`config.mk`:
```
export PLATFORM = sky130hd
export DESIGN_NAME = ed_prefix_arith_unit
export DESIGN_NICKNAME = d
export VERILOG_FILES = /design/src/rtl/epa_pkg.sv /design/src/rtl/epa_core.sv /design/src/rtl/ed_prefix_arith_unit.sv
export SDC_FILE = /design/constraint.sdc
export NUM_CORES = 1
export LEC_CHECK = 0
export BUFFER_PORTS_ARGS = -buffer_cell sky130_fd_sc_hd__clkbuf_2
export CAP_MARGIN = 20
export CORE_UTILIZATION = 32
export DETAILED_ROUTE_END_ITERATION = 6
export GPL_ROUTABILITY_DRIVEN = 0
export HOLD_SLACK_MARGIN = 0.05
export PLACE_DENSITY_LB_ADDON = 0.15
export SLEW_MARGIN = 20
export SYNTH_ARGS = -nofsm -noshare
export SYNTH_HDL_FRONTEND = slang
export SYNTH_SLANG_ARGS = --single-unit
```
`constraint.sdc`:
```
create_clock -name clock -period 3.89 [get_ports clock]
set_clock_uncertainty 0.2 [all_clocks]
set_input_delay 0.1945 -clock clock [delete_from_list [all_inputs] [get_ports clock]]
set_output_delay 0.1945 -clock clock [all_outputs]
set_load 0.005 [all_outputs]
```
`src/rtl/epa_pkg.sv`:
```
`default_nettype none

package epa_pkg;

   // instruction selector codes
   localparam logic [2:0] KIND_ADC16 = 3'd0;
   localparam logic [2:0] KIND_SBC16 = 3'd1;
   localparam logic [2:0] KIND_NEG   = 3'd2;
   localparam logic [2:0] KIND_RRD   = 3'd3;
   localparam logic [2:0] KIND_RLD   = 3'd4;

   // flag bit positions
   localparam int FL_C  = 0;
   localparam int FL_N  = 1;
   localparam int FL_PV = 2;
   localparam int FL_3  = 3;
   localparam int FL_H  = 4;
   localparam int FL_5  = 5;
   localparam int FL_Z  = 6;
   localparam int FL_S  = 7;

   typedef struct packed {
      logic [2:0]  kind;
      logic [7:0]  acc;
      logic [15:0] pair_hl;
      logic [15:0] operand;
      logic [7:0]  flags_in;
      logic [7:0]  mem_byte;
   } op_type;

   typedef struct packed {
      logic [7:0]  acc_out;
      logic [15:0] pair_out;
      logic [7:0]  mem_out;
      logic [7:0]  flags_out;
   } res_type;

endpackage

`default_nettype wire

```
`src/rtl/epa_core.sv`:
```
`default_nettype none

module epa_core (
   input  wire epa_pkg::op_type  op,
   output epa_pkg::res_type      res
);

   logic        sub;
   logic [15:0] addend;
   logic        cin;
   logic [16:0] sum17;
   logic [12:0] half13;
   logic [15:0] r16;
   logic [7:0]  wide_fl;
   logic [7:0]  neg_a;
   logic [7:0]  neg_fl;
   logic [7:0]  rot_a;
   logic [7:0]  rot_m;
   logic [7:0]  rot_fl;

   // one shared adder: subtract is add of the inverted operand, carries inverted
   assign sub    = (op.kind == epa_pkg::KIND_SBC16);
   assign addend = sub ? ~op.operand : op.operand;
   assign cin    = op.flags_in[epa_pkg::FL_C] ^ sub;
   assign sum17  = {1'b0, op.pair_hl} + {1'b0, addend} + {16'd0, cin};
   assign half13 = {1'b0, op.pair_hl[11:0]} + {1'b0, addend[11:0]} + {12'd0, cin};
   assign r16    = sum17[15:0];

   always_comb begin
      wide_fl              = 8'd0;
      wide_fl[epa_pkg::FL_C]  = sum17[16] ^ sub;
      wide_fl[epa_pkg::FL_N]  = sub;
      wide_fl[epa_pkg::FL_PV] = ~(op.pair_hl[15] ^ addend[15]) & (op.pair_hl[15] ^ r16[15]);
      wide_fl[epa_pkg::FL_3]  = r16[11];
      wide_fl[epa_pkg::FL_H]  = half13[12] ^ sub;
      wide_fl[epa_pkg::FL_5]  = r16[13];
      wide_fl[epa_pkg::FL_Z]  = (r16 == 16'd0);
      wide_fl[epa_pkg::FL_S]  = r16[15];
   end

   assign neg_a = 8'd0 - op.acc;

   always_comb begin
      neg_fl               = 8'd0;
      neg_fl[epa_pkg::FL_C]  = (op.acc != 8'd0);
      neg_fl[epa_pkg::FL_N]  = 1'b1;
      neg_fl[epa_pkg::FL_PV] = (op.acc == 8'h80);
      neg_fl[epa_pkg::FL_3]  = neg_a[3];
      neg_fl[epa_pkg::FL_H]  = (op.acc[3:0] != 4'd0);
      neg_fl[epa_pkg::FL_5]  = neg_a[5];
      neg_fl[epa_pkg::FL_Z]  = (neg_a == 8'd0);
      neg_fl[epa_pkg::FL_S]  = neg_a[7];
   end

   always_comb begin
      if (op.kind == epa_pkg::KIND_RRD) begin
         rot_a = {op.acc[7:4], op.mem_byte[3:0]};
         rot_m = {op.acc[3:0], op.mem_byte[7:4]};
      end else begin
         rot_a = {op.acc[7:4], op.mem_byte[7:4]};
         rot_m = {op.mem_byte[3:0], op.acc[3:0]};
      end
      rot_fl               = 8'd0;
      rot_fl[epa_pkg::FL_C]  = op.flags_in[epa_pkg::FL_C];
      rot_fl[epa_pkg::FL_PV] = ~^rot_a;
      rot_fl[epa_pkg::FL_3]  = rot_a[3];
      rot_fl[epa_pkg::FL_5]  = rot_a[5];
      rot_fl[epa_pkg::FL_Z]  = (rot_a == 8'd0);
      rot_fl[epa_pkg::FL_S]  = rot_a[7];
   end

   always_comb begin
      res.acc_out   = op.acc;
      res.pair_out  = op.pair_hl;
      res.mem_out   = 8'd0;
      res.flags_out = op.flags_in;
      unique case (op.kind) inside
         epa_pkg::KIND_ADC16, epa_pkg::KIND_SBC16: begin
            res.pair_out  = r16;
            res.flags_out = wide_fl;
         end
         epa_pkg::KIND_NEG: begin
            res.acc_out   = neg_a;
            res.flags_out = neg_fl;
         end
         epa_pkg::KIND_RRD, epa_pkg::KIND_RLD: begin
            res.acc_out   = rot_a;
            res.mem_out   = rot_m;
            res.flags_out = rot_fl;
         end
         default: begin
            // undefined selector: acc, pair and flags pass through unchanged, mem_out is zero
            res.acc_out = op.acc;
         end
      endcase
   end

endmodule

`default_nettype wire

```
`src/rtl/ed_prefix_arith_unit.sv`:
```
`default_nettype none

// channel  | direction | handshake            | payload
// ---------+-----------+----------------------+--------------------------------------------
// req      | in        | req_valid / req_stall | kind, acc, pair_hl, operand, flags_in, mem_byte
// rsp      | out       | rsp_valid / rsp_stall | acc_out, pair_out, mem_out, flags_out
//
// Two register stages: an operand register, then the result register; the
// whole instruction is evaluated combinationally by epa_core between them.
// A req beat goes from the operand register into the result register, which
// drives rsp_valid and holds the beat while rsp_stall is high; one beat a cycle
// sustained while rsp_stall is low. The 17-bit shared adder is the critical path.
// Synchronous active-high reset empties both stages; payload is not reset.
// rsp_stall holds the result register; the operand stage keeps taking a beat
// until it is also full, then req_stall rises (no combinational path from
// req_valid).

module ed_prefix_arith_unit (
   input  wire         clock,
   input  wire         reset,

   input  wire         req_valid,
   output logic        req_stall,
   input  wire  [2:0]  req_kind,
   input  wire  [7:0]  req_acc,
   input  wire  [15:0] req_pair_hl,
   input  wire  [15:0] req_operand,
   input  wire  [7:0]  req_flags_in,
   input  wire  [7:0]  req_mem_byte,

   output logic        rsp_valid,
   input  wire         rsp_stall,
   output logic [7:0]  rsp_acc_out,
   output logic [15:0] rsp_pair_out,
   output logic [7:0]  rsp_mem_out,
   output logic [7:0]  rsp_flags_out
);

   logic             op_valid_ff;
   logic             op_valid_in;
   epa_pkg::op_type  op_ff;
   epa_pkg::op_type  op_in;
   logic             res_valid_ff;
   logic             res_valid_in;
   epa_pkg::res_type res_ff;
   epa_pkg::res_type res_calc;
   logic             res_load;
   logic             op_load;

   // result register frees up when empty or drained this cycle
   assign res_load  = !res_valid_ff || !rsp_stall;
   assign op_load   = !op_valid_ff || res_load;
   assign req_stall = !op_load;

   assign op_in = '{kind:     req_kind,
                    acc:      req_acc,
                    pair_hl:  req_pair_hl,
                    operand:  req_operand,
                    flags_in: req_flags_in,
                    mem_byte: req_mem_byte};

   assign op_valid_in  = op_load ? req_valid : op_valid_ff;
   assign res_valid_in = res_load ? op_valid_ff : res_valid_ff;

   epa_core u_core (
      .op  (op_ff),
      .res (res_calc)
   );

   always_ff @(posedge clock) begin
      if (reset) begin
         op_valid_ff  <= 1'b0;
         res_valid_ff <= 1'b0;
      end else begin
         op_valid_ff  <= op_valid_in;
         res_valid_ff <= res_valid_in;
      end
   end

   // payload: no reset
   always_ff @(posedge clock) begin
      if (op_load) begin
         op_ff <= op_in;
      end
      if (res_load) begin
         res_ff <= res_calc;
      end
   end

   assign rsp_valid     = res_valid_ff;
   assign rsp_acc_out   = res_ff.acc_out;
   assign rsp_pair_out  = res_ff.pair_out;
   assign rsp_mem_out   = res_ff.mem_out;
   assign rsp_flags_out = res_ff.flags_out;

   // back-pressure only when both stages hold a beat and the sink stalls
   a_stall_full: assert property (@(posedge clock) disable iff (reset)
      req_stall |-> (op_valid_ff && res_valid_ff && rsp_stall))
      else $error("req_stall raised with a free stage");

   // a held operand with room downstream must reach the result register
   a_advance: assert property (@(posedge clock) disable iff (reset)
      (op_valid_ff && res_load) |=> res_valid_ff)
      else $error("operand beat lost between stages");

   // a pending result that is stalled must not vanish
   a_hold: assert property (@(posedge clock) disable iff (reset)
      (res_valid_ff && rsp_stall) |=> res_valid_ff)
      else $error("stalled result dropped");

   // reset empties the pipe
   a_reset: assert property (@(posedge clock)
      reset |=> (!rsp_valid && !req_stall))
      else $error("pipe not empty after reset");

endmodule

`default_nettype wire

```
==> impl_metrics.env, run 1 <==
export IMPL_hpwl_um=9120
export IMPL_finalCritPeriodShare_pct=94.0
export IMPL_slew_headroom_pct=45.2
export IMPL_syn_nets=511
export IMPL_period_minus_slack_ps=3660
export IMPL_hold_viol=0
export IMPL_rrSetupSlack_ps=230
export IMPL_antenna_cells=0
export IMPL_crit_fanout=5
export IMPL_ys_async_sr_fraction_pct=0
export IMPL_preCtsSetupSlack_ps=285
export IMPL_final_common_cell="clkbuf_2"
export IMPL_avgRoutedWirePerCell_um=16.0
export IMPL_min_path_type="reg2reg"
export IMPL_syn_area_um2=5140
export IMPL_busiest_layer="met2"
export IMPL_rows=45
export IMPL_io_pins=105
export IMPL_clk_pin_slew_worst_paths_ps=70
export IMPL_grt_max_degree=41
export IMPL_ant_nets=0
export IMPL_setup_viol=0
export IMPL_power_density_nw_per_um2=400
export IMPL_core_area_um2=15400
export IMPL_drt_iter0_markers=194
export IMPL_grt_util_met1_pct=22.3
export IMPL_ir_drop_mv=0.220
export IMPL_setup_tns_ps=0
export IMPL_netlist_instances=424
export IMPL_die_area_um2=16600
export IMPL_avgSynthCellArea_um2=12.1
export IMPL_crit_path_end_kind="register"
export IMPL_firstDrtPassIters=4
export IMPL_gr_total_overflow=0
export IMPL_cts_buffers=9
export IMPL_layout_setup_ws_ps=235
export IMPL_rsz0062_at_grt="false"
export IMPL_synth_cell_types=54
export IMPL_antenna_found_initial=0
export IMPL_start_util_pct=33.3
export IMPL_synth_main_ff_cell="edfxtp_1"
export IMPL_gr_usage_met2_pct=25.4
export IMPL_timing_fmax_ghz=0.274
export IMPL_final_nets=685
export IMPL_arrival_ps=3560
export IMPL_yosysWarnings=0
export IMPL_vias=3945
export IMPL_cts_tree="done"
export IMPL_ys_seq_area_share_pct=58.6
export IMPL_status="finished clean"
export IMPL_grt_use_met3_pct=2.91
export IMPL_die_y_um=129
export IMPL_crit_type="reg2reg"
export IMPL_die_x_um=129
export IMPL_clk_latency_ps=350
export IMPL_worst_setup_path_start_kind="register"
export IMPL_drv_slew=0
export IMPL_routed_via_density=4.85
export IMPL_clock_sinks=101
export IMPL_synth_edf_count=99
export IMPL_yosys_register_bits=101
export IMPL_drive_above_1_share_pct=24.2
export IMPL_drc=0
export IMPL_power_leakage_nw=2.87
export IMPL_worstPathRequired_ps=3800
export IMPL_grt_use_total_pct=16.4
export IMPL_clockBufferDepth=2
export IMPL_grt_pass1_vias=3731
export IMPL_grt_pass1_wl_um=20300
export IMPL_final_cell_mix="clkbuf_2, edfxtp_1, dlygate4sd3_1"
export IMPL_root_buffer="clkbuf_16"
export IMPL_htreeDepth=3
export IMPL_max_slew_worst_pin_slew_ps=822
export IMPL_area_growth_syn_to_layout_pct=33.2
export IMPL_wl_um=13000
export IMPL_drv_cap=0
export IMPL_port_buffers=104
export IMPL_post_cts_buffers=0
## per-layer routing
layer  vias to the layer above  part of all wire (%)
li1                       1940                     -
met1                      1890                    47
met2                        97                    46
met3                        18                   4.2
met4                         0                   2.3
met5                         -                     0
## cell families after synthesis
family	after synthesis	synth area share (%)
adder cells (fa/ha/maj)	24	6.14
AND/OR/NAND/NOR	112	10.3
AO/OA/AOI/OAI	108	14.4
multiplexers	10	2.07
XOR/XNOR	35	5.97
flip-flops	101	58.6
buffers and inverters	34	2.56
## where the power goes
group | switching [mW] | leakage [nW] | total (mW) | internal (mW)
clock | 0.385 | 0.121 | 0.813 | 0.429
combinational | 0.307 | 1.67 | 0.574 | 0.267
sequential | 0.0478 | 1.07 | 1.35 | 1.30
total | 0.740 | 2.87 | 2.74 | 2.00
## final timing paths
kind / startpoint / end / cells past startpoint
setup / recovery: op_ff[57]$_DFFE_PN_ / rsp_pair_out[12]$_DFFE_PP_ / 14
hold / removal: op_valid_ff$_SDFFE_PP0N_ / rsp_valid$_SDFFE_PP0P_ / 2
setup reg to reg: op_ff[57]$_DFFE_PN_ / rsp_pair_out[12]$_DFFE_PP_ / 14
hold reg to reg: op_valid_ff$_SDFFE_PP0N_ / rsp_valid$_SDFFE_PP0P_ / 2
## stage by stage
stage	cell area, um2	power [mW]	std cells	hold WS [ps]	utilization, %
floorplan	5140	1.70	424	63.6	-
global placement	5960	1.89	736	168	38.6
detailed placement	5960	1.90	736	171	38.6
CTS	6840	2.76	814	312	44.3
global route	6840	2.87	814	346	44.4
finish	6840	2.74	814	304	44.4
## repair_timing
action | in CTS | in global routing
resized for setup | 0 | 0
hold buffers | 62 | 0
endpoints found under the hold margin | 61 | 0
## synth_stat cells (all sizes together) (7+ instances only)
library cell  count  area, um2
nand3             7       35.0
inv              20       75.1
nor2             24       92.6
o21ai            25        125
ha               22        275
clkbuf           10       37.5
a21oi            28        151
o22ai             7       43.8
xnor2            16        140
a22o              9       78.8
nand2            48        180
nor3              7       35.0
a31oi             7       43.8
edfxtp           99       2970
xor2             19        166
nand4             7       43.8
## registers in the layout, summed over array words and instances (netlist names)
name,cells
op_ff,59
op_valid_ff,1
rsp_acc_out,8
rsp_flags_out,8
rsp_mem_out,8
rsp_pair_out,16
rsp_valid,1
## area by class of cell
cell class | count | area [um2]
Timing Repair Buffer | 177 | 1220
Tap cell | 211 | 264
Inverter | 20 | 75.1
Fill cell | 1507 | 8580
Clock inverter | 5 | 27.5
Clock buffer | 11 | 233
Multi-Input combinational cell | 289 | 2010
Sequential cell | 101 | 3010
## worst max-delay path, stage by stage, from the launching register on
cell      delay (ps)
edfxtp_1         380
inv_1             80
nand2_1           80
nor2_2           220
xnor2_1          180
fa_1             220
inv_1             50
fa_1             390
a21oi_1          230
nor2_1           130
o31ai_4          300
o21bai_1         130
a21oi_1          330
xnor2_1          170
mux2_2           300
No activity file was read; power rests on OpenSTA's default activity.
==> inputs of run 2 (changes only) <==
==> constraint.sdc (replaced) <==
create_clock -name clock -period 3 [get_ports clock]
set_clock_uncertainty 0.2 [all_clocks]
set_input_delay 0.15 -clock clock [delete_from_list [all_inputs] [get_ports clock]]
set_output_delay 0.15 -clock clock [all_outputs]
set_load 0.005 [all_outputs]
==> run 2 against run 1 <==
Effect of this change: the flow now finishes with violations (setup timing); critical path type unchanged; design area up 11%; wire length up 5.5%; power up 41%; hold slack worse by 4.7 ps.
==> impl_metrics.env, run 2 (synthesized netlist as in run 1, its figures left out) <==
export IMPL_stdcell_count=881
export IMPL_grt_pass1_vias=4170
export IMPL_avgRoutedWirePerCell_um=15.6
export IMPL_setup_viol=15
export IMPL_crit_fanout=4
export IMPL_power_mw=3.87
export IMPL_final_cell_mix="clkbuf_2, edfxtp_1, buf_4"
export IMPL_area_growth_syn_to_layout_pct=48.2
export IMPL_setup_tns_ps=-3490
export IMPL_antenna_cells=0
export IMPL_die_y_um=129
export IMPL_drc=0
export IMPL_core_area_um2=15400
export IMPL_grt_max_degree=62
export IMPL_crit_type="reg2reg"
export IMPL_max_slew_worst_pin_slew_ps=1080
export IMPL_grt_pass1_wl_um=21200
export IMPL_ant_nets=0
export IMPL_routed_via_density=4.80
export IMPL_port_buffers=104
export IMPL_worstPathRequired_ps=3010
export IMPL_die_area_um2=16600
export IMPL_htreeDepth=3
export IMPL_worst_setup_path_start_kind="register"
export IMPL_io_pins=105
export IMPL_wl_um=13700
export IMPL_clockBufferDepth=2
export IMPL_die_x_um=129
export IMPL_utilization_pct=49.4
export IMPL_violations="setup timing"
export IMPL_gr_total_overflow=0
export IMPL_layout_setup_ws_ps=-374
export IMPL_cp_cell_sequence="clkinv_4, nand2_4, nor2_4, buf_12, xnor2_4, fa_2, buf_4, nor2b_4, o211ai_1, buf_4, a211oi_4, o21bai_2, a2111o_1, o211ai_1, nand2_1, o21ai_1"
export IMPL_final_nets=752
export IMPL_vias=4233
export IMPL_period_minus_slack_ps=3370
export IMPL_slowest_stage="edfxtp_1"
export IMPL_root_buffer="clkbuf_16"
export IMPL_placed_cells=786
export IMPL_cpPeakStageDelay_ps=440
export IMPL_drive_above_1_share_pct=36.7
export IMPL_firstDrtPassIters=5
export IMPL_crit_path_end_kind="register"
export IMPL_cts_tree="done"
export IMPL_slew_headroom_pct=27.7
export IMPL_power_leakage_nw=3.26
export IMPL_clk_latency_ps=360
export IMPL_start_util_pct=33.3
export IMPL_hold_viol=0
export IMPL_drt_iter0_markers=233
export IMPL_power_density_nw_per_um2=508
export IMPL_finalCritPeriodShare_pct=112
export IMPL_arrival_ps=3380
export IMPL_final_common_cell="clkbuf_2"
export IMPL_clock_sinks=101
export IMPL_rsz0062_at_grt="true"
export IMPL_antenna_found_initial=0
export IMPL_cts_buffers=9
export IMPL_drv_cap=0
export IMPL_fillers=1475
export IMPL_hpwl_um=9330
export IMPL_ir_drop_mv=0.284
export IMPL_clk_pin_slew_worst_paths_ps=70
export IMPL_timing_fmax_ghz=0.296
export IMPL_largest_register="op_ff"
export IMPL_preCtsSetupSlack_ps=-401
export IMPL_status="finished with violations"
export IMPL_rows=45
export IMPL_largest_reg_flops=59
export IMPL_drv_slew=0
export IMPL_min_path_type="in2reg"
export IMPL_grt_use_total_pct=17.1
## run 2: worst paths after layout
path | startpoint | cells past startpoint | slack (ps) | endpoint
max reg2reg | op_ff[58]$_DFFE_PN_ | 16 | -370 | rsp_pair_out[15]$_DFFE_PP_
min | req_flags_in[7] | 2 | 300 | op_ff[15]$_DFFE_PN_
max | op_ff[58]$_DFFE_PN_ | 16 | -370 | rsp_pair_out[15]$_DFFE_PP_
min reg2reg | op_valid_ff$_SDFFE_PP0N_ | 2 | 310 | rsp_valid$_SDFFE_PP0P_
## run 2: report_power, final
part | internal, mW | switching [mW]
sequential | 1.69 | 0.0633
combinational | 0.547 | 0.479
clock | 0.586 | 0.506
## run 2: layout make-up
| cell class | count | area (um2) | area share [%] |
|---|---|---|---|
| Timing Repair Buffer | 244 | 1760 | 23.1 |
| Tap cell | 211 | 264 | 3.47 |
| Clock buffer | 13 | 250 | 3.29 |
| Clock inverter | 3 | 22.5 | 0.296 |
| Inverter | 20 | 80.1 | 1.05 |
| Multi-Input combinational cell | 289 | 2230 | 29.2 |
| Sequential cell | 101 | 3010 | 39.6 |
## run 2: metal layers
metal / global-route usage (%) / vias to the layer above / part of all wire [%]
li1: - / 2068 / -
met1: 23.5 / 2031 / 46
met2: 27.0 / 121 / 48
met3: 2.83 / 13 / 5.1
met4: 6.64 / 0 / 1.5
met5: 0 / - / 0
## run 2: critical path: cells and delay by family, from the launching register on
kind	cells	cell delay, ps
buffers and inverters	4	530
adders and majority gates	1	410
AOI/OAI and AO/OA	6	1150
DFF	1	440
and+or+nand+nor	4	430
xor gates and xnor gates	1	70
## run 2: metrics by stage
stage	hold slack, ps	cell area, um2
global placement	127	6450
CTS	286	7470
floorplan	19.1	5250
finish	299	7620
global route	301	7620
detailed placement	129	6450
## run 2: timing repair
action,in CTS,in global routing
hold buffers,62,0
setup buffers,9,8
endpoints found under the hold margin,61,0
gates resized for setup,16,14
pin swaps,17,13
cloned,0,0
endpoints found under the setup margin,17,19
==> inputs of run 3 (changes only) <==
--- a/config.mk
+++ b/config.mk
@@ -11,7 +11,9 @@
 export DETAILED_ROUTE_END_ITERATION = 6
 export GPL_ROUTABILITY_DRIVEN = 0
 export HOLD_SLACK_MARGIN = 0.05
+export MAX_ROUTING_LAYER = met4
 export PLACE_DENSITY_LB_ADDON = 0.15
+export SETUP_SLACK_MARGIN = 0.05
 export SLEW_MARGIN = 20
 export SYNTH_ARGS = -nofsm -noshare
 export SYNTH_HDL_FRONTEND = slang
==> run 3 against run 2 <==
Effect of this change: the run still ends with setup timing left; non-clock buffer count shrank 1; largest cell class unchanged; global-route usage rose by 0.97 points; largest power group unchanged; via count down 0.97%; final cell count shrank 0.11%; first-iteration DRC count is 5.2% higher; sequential power about the same.
==> impl_metrics.env, run 3 (synthesized netlist as in run 1, its figures left out) <==
export IMPL_io_pins=105
export IMPL_largest_register="op_ff"
export IMPL_drv_slew=0
export IMPL_holdPathStages=2
export IMPL_grt_use_total_pct=18.1
export IMPL_crit_fanout=5
export IMPL_layout_setup_ws_ps=-404
export IMPL_largest_reg_flops=59
export IMPL_grt_max_degree=62
export IMPL_rrSetupSlack_ps=-400
export IMPL_power_density_nw_per_um2=517
export IMPL_crit_path_end_kind="register"
export IMPL_root_buffer="clkbuf_16"
export IMPL_grt_pass1_wl_um=21900
export IMPL_hold_viol=0
export IMPL_die_area_um2=16600
export IMPL_grt_pass1_vias=4311
export IMPL_crit_buf_inv=4
export IMPL_timing_fmax_ghz=0.294
export IMPL_cp_cell_sequence="clkinv_4, nand2_4, nor2_4, buf_12, xnor2_4, fa_2, buf_4, nor2b_2, o211ai_1, buf_4, a211oi_4, o21bai_4, a2111o_1, o211ai_1, o41ai_2"
export IMPL_crit_family="compound AO/OA/AOI/OAI gates"
export IMPL_gr_total_overflow=0
export IMPL_worst_setup_path_start_kind="register"
export IMPL_clock_sinks=101
export IMPL_crit_cells=15
export IMPL_violations="setup timing"
export IMPL_vias=4192
export IMPL_slowest_stage="edfxtp_1"
export IMPL_start_util_pct=33.3
export IMPL_antenna_found_initial=0
export IMPL_drt_iter0_markers=245
export IMPL_worstPathRequired_ps=2870
export IMPL_die_x_um=129
export IMPL_max_slew_worst_pin_slew_ps=813
export IMPL_drc=0
export IMPL_final_cell_mix="clkbuf_2, edfxtp_1, buf_4"
export IMPL_routed_via_density=4.76
export IMPL_drive_above_1_share_pct=38.9
export IMPL_wl_um=13800
export IMPL_min_path_type="in2reg"
export IMPL_power_leakage_nw=3.32
export IMPL_reg2regPathDepth=15
export IMPL_rsz0062_at_grt="true"
export IMPL_rows=45
export IMPL_ant_nets=0
export IMPL_holdPathEnd="op_ff[8]$_DFFE_PN_"
export IMPL_status="finished with violations"
export IMPL_slew_headroom_pct=45.8
export IMPL_clk_pin_slew_worst_paths_ps=70
export IMPL_firstDrtPassIters=4
export IMPL_port_buffers=104
export IMPL_core_area_um2=15400
export IMPL_cpPeakStageDelay_ps=440
export IMPL_preCtsSetupSlack_ps=-437
export IMPL_area_growth_syn_to_layout_pct=51.1
export IMPL_drv_cap=0
export IMPL_crit_type="reg2reg"
export IMPL_clk_latency_ps=350
export IMPL_die_y_um=129
export IMPL_final_nets=751
export IMPL_antenna_cells=0
export IMPL_cts_buffers=9
export IMPL_period_minus_slack_ps=3400
export IMPL_finalCritPeriodShare_pct=113
export IMPL_fillers=1446
export IMPL_clockBufferDepth=2
export IMPL_final_common_cell="clkbuf_2"
export IMPL_htreeDepth=3
export IMPL_setup_viol=15
export IMPL_min_delay_start="req_flags_in[0]"
export IMPL_avgRoutedWirePerCell_um=15.6
export IMPL_ir_drop_mv=0.283
export IMPL_reg2reg_from="op_ff[58]$_DFFE_PN_"
export IMPL_cts_tree="done"
export IMPL_power_mw=4.01
export IMPL_hpwl_um=9470
export IMPL_r2r_end="rsp_flags_out[6]$_DFFE_PP_"
export IMPL_arrival_ps=3280
==> run 3: cell count changes in the layout (fill, tap and decap cells not counted), moves of 2 or more <==
| cell | previous run | this run |
|---|---|---|
| nand2_2 | 1 | 5 |
| nand2_1 | 46 | 41 |
| a211oi_1 | 2 | 0 |
| a21oi_1 | 17 | 14 |
| buf_4 | 74 | 71 |
| a21oi_2 | 10 | 12 |
| o21bai_4 | 0 | 2 |
==> run 3: worst max-delay path by stage <==
stage / from / to / slack (ps)
after floorplan: op_ff[58]$_DFFE_PN_ / rsp_pair_out[12]$_DFFE_PP_ / -380
after global placement: op_ff[58]$_DFFE_PN_ / rsp_flags_out[0]$_DFFE_PP_ / -390
after detailed placement: op_ff[58]$_DFFE_PN_ / rsp_flags_out[4]$_DFFE_PP_ / -440
after CTS: op_ff[58]$_DFFE_PN_ / rsp_flags_out[6]$_DFFE_PP_ / -370
after global routing: op_ff[58]$_DFFE_PN_ / rsp_flags_out[0]$_DFFE_PP_ / -540
final: op_ff[58]$_DFFE_PN_ / rsp_flags_out[6]$_DFFE_PP_ / -400
==> run 3: where the power goes <==
group / switching, mW / leakage (nW) / internal [mW] / total (mW)
Clock: 0.490 / 0.136 / 0.671 / 1.16
Combinational: 0.515 / 2.11 / 0.590 / 1.11
Sequential: 0.0627 / 1.07 / 1.69 / 1.75
Total: 1.07 / 3.32 / 2.95 / 4.01
==> run 3: area by class of cell <==
type                       count  area [um2]  area share, %
clock buffer                  13         250           3.22
clock inverter                 3        45.0          0.580
inverter                      20        80.1           1.03
multi-input combinational    289        2340           30.2
sequential                   101        3010           38.8
tap                          211         264           3.40
timing repair buffer         243        1770           22.8
==> run 3: what timing repair did <==
action | in CTS | in global routing
gates resized for setup | 25 | 29
gates cloned | 0 | 0
pin swaps | 24 | 12
endpoints found under the hold margin | 61 | 0
setup endpoints to repair | 17 | 19
setup buffers | 8 | 4
hold buffers | 62 | 0
==> run 3: metal layers <==
| layer | track usage [%] | vias to the layer above | part of all wire (%) |
|---|---|---|---|
| li1 | - | 2067 | - |
| met1 | 22.2 | 2011 | 45 |
| met2 | 29.9 | 102 | 50 |
| met5 | - | - | 0 |
| met4 | 5.81 | 0 | 1.3 |
| met3 | 3.45 | 12 | 3.8 |
==> run 3: stage by stage <==
stage / TNS [ps] / hold slack (ps) / util (%) / instance area, um2 / std cells
final: -3930 / 307 / 50.3 / 7760 / 880
after global routing: -6280 / 303 / 50.3 / 7760 / 880
after CTS: -3530 / 292 / 49.2 / 7590 / 877
after detailed placement: -3420 / 129 / 42.1 / 6500 / 791
after global placement: -2860 / 122 / 42.1 / 6500 / 791
after floorplan: -2850 / 19.1 / - / 5250 / 424
